===== src/rtl/core/arem_pkg.sv =====
// Shared types and constants for the access rights matrix engine.
package arem_pkg;

	localparam int DEF_MAX_SUBJECTS = 16;
	localparam int DEF_MAX_OBJECTS  = 16;

	// Position and count width for the cell array control; covers sizes up to 254 plus one.
	localparam int POS_W     = 8;
	localparam int RIGHTS_W  = 4;
	localparam int INDEX_W   = 4;
	localparam int CNT_OUT_W = 5;

	localparam logic [RIGHTS_W-1:0] RIGHT_READ = 4'b0001;

	typedef logic [POS_W-1:0]    pos_t;
	typedef logic [RIGHTS_W-1:0] rights_t;

	typedef enum logic [2:0] {
		ACT_LOAD       = 3'd0,
		ACT_CREATE_OBJ = 3'd1,
		ACT_CREATE_SUB = 3'd2,
		ACT_DESTROY_OBJ = 3'd3,
		ACT_DESTROY_SUB = 3'd4,
		ACT_ENTER      = 3'd5,
		ACT_DELETE     = 3'd6,
		ACT_READ       = 3'd7
	} action_t;

	typedef enum logic [1:0] {
		ST_DONE   = 2'd0,
		ST_REJECT = 2'd1,
		ST_FULL   = 2'd2
	} status_t;

	typedef struct packed {
		action_t              action;
		logic [INDEX_W-1:0]   subject_index;
		logic [INDEX_W-1:0]   object_index;
		rights_t              rights_mask;
	} cmd_item_t;

	typedef struct packed {
		status_t              status;
		rights_t              cell_rights;
		logic [CNT_OUT_W-1:0] subject_count;
		logic [CNT_OUT_W-1:0] object_count;
	} rsp_item_t;

	// Broadcast command to every cell; each op flag is already qualified and gated.
	typedef struct packed {
		logic    op_load;
		logic    op_ins_col;
		logic    op_ins_row;
		logic    op_del_col;
		logic    op_del_row;
		logic    op_enter;
		logic    op_clear;
		pos_t    row_idx;
		pos_t    col_idx;
		pos_t    row_cnt;
		pos_t    col_cnt;
		rights_t mask;
	} cell_ctl_t;

endpackage


===== src/rtl/core/arem_cell.sv =====
// One rights cell of the matrix: its register and its next-state logic.
module arem_cell
	import arem_pkg::*;
#(
	parameter int ROW = 0,
	parameter int COL = 0
) (
	input  logic      clk,
	input  logic      arst_n,
	input  cell_ctl_t ctl,
	input  rights_t   left,
	input  rights_t   up,
	input  rights_t   right,
	input  rights_t   down,
	output rights_t   cur,
	output rights_t   nxt
);

	localparam pos_t R = POS_W'(ROW);
	localparam pos_t C = POS_W'(COL);
	localparam pos_t R1 = POS_W'(ROW + 1);
	localparam pos_t C1 = POS_W'(COL + 1);

	rights_t cell_q;
	logic    hit;

	assign hit = (ctl.row_idx == R) && (ctl.col_idx == C);

	// Pick the new cell value from the command and the neighbors
	always_comb begin
		nxt = cell_q;
		if (ctl.op_load && hit) begin
			nxt = ctl.mask;
		end else if (ctl.op_enter && hit) begin
			nxt = cell_q | ctl.mask;
		end else if (ctl.op_clear && hit) begin
			nxt = cell_q & ~ctl.mask;
		end else if (ctl.op_ins_col && (R < ctl.row_cnt)) begin
			if (C == ctl.col_idx) begin
				nxt = RIGHT_READ;
			end else if ((C > ctl.col_idx) && (C <= ctl.col_cnt)) begin
				nxt = left;
			end
		end else if (ctl.op_ins_row && (C < ctl.col_cnt)) begin
			if (R == ctl.row_idx) begin
				nxt = RIGHT_READ;
			end else if ((R > ctl.row_idx) && (R <= ctl.row_cnt)) begin
				nxt = up;
			end
		end else if (ctl.op_del_col && (C >= ctl.col_idx) && (C < ctl.col_cnt)) begin
			nxt = (C1 < ctl.col_cnt) ? right : '0;
		end else if (ctl.op_del_row && (R >= ctl.row_idx) && (R < ctl.row_cnt)) begin
			nxt = (R1 < ctl.row_cnt) ? down : '0;
		end
	end

	// Hold the cell; unchanged when no op is active
	always_ff @(posedge clk or negedge arst_n) begin
		if (!arst_n) begin
			cell_q <= '0;
		end else begin
			cell_q <= nxt;
		end
	end

	assign cur = cell_q;

endmodule


===== config.mk =====
export PLATFORM = sky130hd
export DESIGN_NAME = arem_cell
export DESIGN_NICKNAME = d
export VERILOG_FILES = /design/src/rtl/core/arem_pkg.sv /design/src/rtl/core/arem_cell.sv
export SDC_FILE = /design/constraint.sdc
export NUM_CORES = 1
export LEC_CHECK = 0
export ABC_AREA = 1
export BUFFER_PORTS_ARGS = -buffer_cell sky130_fd_sc_hd__buf_4
export CAP_MARGIN = 20
export CELL_PAD_IN_SITES_DETAIL_PLACEMENT = 1
export CELL_PAD_IN_SITES_GLOBAL_PLACEMENT = 1
export CORE_AREA = 2 2 77 49
export CTS_BUF_LIST = sky130_fd_sc_hd__clkbuf_16
export CTS_CLUSTER_DIAMETER = 50
export DETAILED_ROUTE_END_ITERATION = 8
export DIE_AREA = 0 0 79 51
export PLACE_DENSITY_LB_ADDON = 0.1
export SYNTH_ARGS = -nofsm -noshare
export SYNTH_HDL_FRONTEND = slang
export SYNTH_SLANG_ARGS = --single-unit

===== constraint.sdc =====
create_clock -name clk -period 3.5 [get_ports clk]
set_input_delay 0.35 -clock clk [delete_from_list [all_inputs] [get_ports clk]]
set_output_delay 0.35 -clock clk [all_outputs]
set_load 0.02 [all_outputs]

; ---- Yosys cells after proc, flatten, opt, wreduce, memory -nomap -nowiden
; Index checks and enable logic that the tools add are counted.
; W data, S select, Z words.
[totals]
elab_cells = 41
ff_bits = 4
in_bits = 61
output_inout_bits = 8
[classes]
bitwise_logic = 3
order_cmp = 10
n_mux = 13
reduce_logical = 14
[op_table]
columns = op, count
row1 = $mux W4, 13
row2 = $lt A1 B8 Y1 const A, 4
row3 = $ge A1 B8 Y1 const A, 2
row4 = $gt A1 B8 Y1 const A, 2
row5 = $le A1 B8 Y1 const A, 2
row6 = $logic_not A8 Y1, 2
row7 = $logic_and A1 B1 Y1, 12
row8 = $and A4 B4 Y4, 1
row9 = $not A4 Y4, 1
row10 = $or A4 B4 Y4, 1

; ---- Logic depth before layout (Yosys ltp)
[depth]
ltp_word = 10
mapped_depth = 15
ltp_nobuf = 15

; ---- Worst setup path after synthesis
; Ideal clock, no wire load.
[synth_path]
path_kind = input to output
from = input port ctl[7] (netlist bit)
to = output port nxt[2]
setup_slack_ns = 1.601
t_required_ns = 3.150
stages = 10
arrival_time_ns = 1.549
path_buffers = 0
cell_sequence = nor3_1 > nand2_1 > nor2_1 > or2_4 > nand2_1 > nand2_1 > nand2_1 > nand2_1 > nand2_1 > a21oi_1
[synth_between]
elab_chain_cells = 8
word_cells_on_any_way = 15
classes_between = order compare: 3 / mux: 9 / reduce/logical: 3
[synth_lines]
columns = item, line_no
row1 = start: declaration, arem_cell.sv:10  ; input cell_ctl_t ctl,
row2 = "$lt A1 B8 Y1, or another cell as far along", arem_cell.sv:51  ; nxt = (C1 < ctl.col_cnt) ? right : '0;
row3 = "$mux W4, or another cell as far along", arem_cell.sv:51
row4 = "$mux W4, on equally long branches", "arem_cell.sv:50, arem_cell.sv:41"
row5 = "$mux W4, on equally long branches", "arem_cell.sv:44, arem_cell.sv:39"
row6 = $mux W4 *, arem_cell.sv:38  ; end else if (ctl.op_ins_col && (R < ctl.row_cnt)) begin
row7 = $mux W4 *, arem_cell.sv:36  ; end else if (ctl.op_clear && hit) begin
row8 = $mux W4 *, arem_cell.sv:34  ; end else if (ctl.op_enter && hit) begin
row9 = $mux W4 *, arem_cell.sv:32  ; if (ctl.op_load && hit) begin
row10 = end: declaration, arem_cell.sv:16  ; output rights_t nxt
; Every way passes the cells marked *; elsewhere a longest branch is shown, timed or not.

; ---- Final worst setup path
[layout_path]
from = input port ctl[35] (netlist bit)
to = output port nxt[2]
[layout_between]
elab_chain_cells = 10
word_cells_on_any_way = 19
classes_between = order compare: 2 / mux: 9 / reduce/logical: 8
[layout_lines]
columns = item, line_no
row1 = $ge A1 B8 Y1, arem_cell.sv:52  ; end else if (ctl.op_del_row && (R >= ctl.row_idx) && (R < ctl.row_cnt)) begin
row2 = $logic_and A1 B1 Y1 (2 in series), arem_cell.sv:52
row3 = $mux W4, arem_cell.sv:52
row4 = $mux W4, arem_cell.sv:50  ; end else if (ctl.op_del_col && (C >= ctl.col_idx) && (C < ctl.col_cnt)) begin
row5 = $mux W4, arem_cell.sv:44  ; end else if (ctl.op_ins_row && (C < ctl.col_cnt)) begin
row6 = $mux W4, arem_cell.sv:38
row7 = $mux W4, arem_cell.sv:36
row8 = $mux W4, arem_cell.sv:34
row9 = $mux W4 *, arem_cell.sv:32
; Marked as above.

==> impl_metrics.csv <==
group,metric,value,unit
layout,post-route-cell-area,0.001270,mm2
timing,fin_crit,2314,ps
pwr,p_comb_share,37.6,%
timing,clock_skew,0,ps
pwr,clkPwrFrac,45.4,%
timing,finalCritPeriodShare,66.11,%
pwr,peakVddDrop,0.2050,mV
timing,fin_setup_tns,0,ps
clock_network,insertion_delay,220,ps
layout,utilization,36.86,%
critical_path,cp-end-kind,"output port",
min_path,min_path_type,"in -> reg",
global_routing,grt_pass1_wl,4781,um
floorplan,ios,69,
critical_path,crit_type,"in -> out",
flow_run,drv_cap,0,
synth,yosys.area.top_type,"nand2_1",
clock_network,htree_num_levels,1,
synth,yosys_warnings,0,
critical_path,cp.required,3150,ps
synth,post_synth.cell_area_avg,4.896,um2
synth,synth_area_leaders,"nand2_1, nor2_1, dfrtp_1, inv_1, a21oi_1",
routing,vias_per_cell,4.373,
clock_network,cts-resized-gates,0,
synth,synth_cell_types,13,
place,gp_congestion,0.7462,
routing,routed_wl,2889,um
routing,wire_per_inst,11.60,um
place,place_area,0.001185,mm2
synth,synth_nets,199,
timing,maxSlewViolCount,0,
floorplan,start_util,19.61,%
synth,yosysSeqAreaShare,14.81,%
place,dp.cells,245,
pwr,swShare,28.70,%
synth,syn_inst,138,
critical_path,worstPathArrival,1960,ps
global_routing,grtUsageTotal,14.82,%
clock_network,path_clk_slew,30,ps
layout,final_cells,249,
pwr,switching_power,110.8,uW
floorplan,die_w,79,um
floorplan,row_count,17,
routing,num_vias,1089,
floorplan,die-area,0.004029,mm2
clock_network,post_cts_buffers,0,
floorplan,coreArea,0.003446,mm2
routing,first_iter_violations,35,
layout,area_growth_syn_to_layout,87.96,%
place,io_buffers,60,
routing,dr.pass1.iters,4,
clock_network,clkSinkCount,4,
layout,fin_nets,265,
critical_path,crit_path_start_kind,"input port",
clock_network,cts_tree,"yes",
outcome,run_status,"finished, final reports clean",
pwr,seq_power_share,17.0,%
clock_network,cts_buffer_depth,2,
global_routing,grt_pass1_vias,1133,
pwr,internal-power,275.2,uW
timing,worst_slew_pin_slew,261.2,ps
routing,antenna_left,0,
synth,netlist_area,675.6,um2
pwr,power_leakage,0.7299,nW
critical_path,cp_max_fo,9,
clock_network,cts-root-buf,"clkbuf_16",
layout,largest_reg_flops,4,
layout,drive_gt1_share,33.17,%
global_routing,grt_overflow_total,0,
floorplan,chipHeight,51,um
clock_network,ctsHoldBuffers,1,
global_routing,grt_antenna_before_repair,0,
timing,hold_viol_final,0,
place,dpl.hpwl,2513,um
global_routing,grt_max_degree,10,
timing,rsz0062_at_grt,"no",
synth,ys_seq_elements,4,
layout,diodes,0,
timing,slew_headroom,82.53,%
synth,synth_top_area_share,30.56,%
routing,drc_errors,0,
timing,setup_viol,0,
clock_network,cts_buffers,3,
timing,max_freq,432.2,MHz
pwr,power_density,303.9,mW/mm2
-- power by group through the flow --
stage / Clock (mW) / Combinational [mW] / Sequential [mW]
after CTS: 0.178 / 0.147 / 0.0661
after global placement: 0 / 0.140 / 0.0668
final: 0.175 / 0.145 / 0.0657
after global routing: 0.182 / 0.161 / 0.0676
after floorplan: 0 / 0.0557 / 0.0712
after detailed placement: 0 / 0.145 / 0.0664
-- per-layer routing --
layer	global-route usage [%]	wire, um	up-vias
met4	1.724	0	0
met2	25.85	1314	36
met1	19.91	1384	492
li1	-	-	561
met3	2.473	190	0
met5	0	0	-
-- through the flow --
| stage | power [mW] | hold slack [ps] | setup slack, ps |
|---|---|---|---|
| after floorplan | 0.1270 | 54.41 | 1601 |
| after global placement | 0.2066 | 148.8 | 1269 |
| after detailed placement | 0.2118 | 151.8 | 1162 |
| after CTS | 0.3910 | 378.4 | 1159 |
| after global routing | 0.4104 | 393.2 | 943.7 |
| final | 0.3860 | 378.9 | 1186 |
-- Yosys cell counts, drive strengths merged --
master / count
nor2: 34
a21oi: 9
inv: 16
o31ai: 1
nand4: 4
or2: 1
dfrtp: 4
and2: 2
nor3: 1
nand2: 55
o21ai: 6
nand3: 5
-- cell families (layout without fill, tap and decap cells) --
| kind of cell | after synthesis | after routing | share of synthesized area (%) |
|---|---|---|---|
| AO/OA/AOI/OAI | 16 | 16 | 12.22 |
| buffers and inverters | 16 | 80 | 8.889 |
| flip-flops | 4 | 4 | 14.82 |
| AND/OR/NAND/NOR | 102 | 102 | 64.07 |
-- layout make-up --
cell class	count	area (um2)
Sequential cell	4	100.1
Multi-Input combinational cell	118	515.5
Fill cell	487	2176
Timing Repair Buffer	61	460.4
Tap cell	47	58.81
Clock buffer	3	75.07
Inverter	16	60.06
-- worst max-delay path, stage by stage --
cell	delay, ps
buf_4	110
nor2_1	110
nand2_1	140
nor2_4	270
nand3_1	240
inv_1	160
a21oi_1	50
nand2_1	80
nand2_1	50
a21oi_1	210
buf_4	190
-- path summary, 6_finish.rpt --
kind / start / end / slack, ps / depth (start not counted)
min: ctl[1] / cur[1] / 380 / 3
min in group asynchronous: arst_n / cur[0] / 490 / 2
max in group asynchronous: arst_n / cur[3] / 2910 / 2
min reg2reg: cur[3] / cur[3] / 690 / 4
max: ctl[35] / nxt[2] / 1190 / 11
max reg2reg: cur[2] / cur[2] / 2290 / 6
-- layout by cell type, fill, tap and decap left out, drive strengths merged --
cell,netlist,routed
dfrtp,4,4
or2,1,1
nand2,55,55
nand4,4,4
nor3,1,1
buf,0,60
o31ai,1,1
clkbuf,0,3
inv,16,16
o21ai,6,6
dlygate4sd3,0,1
nor2,34,34
and2,2,2
nand3,5,5
a21oi,9,9
No activity file was read; power rests on OpenSTA's default activity.
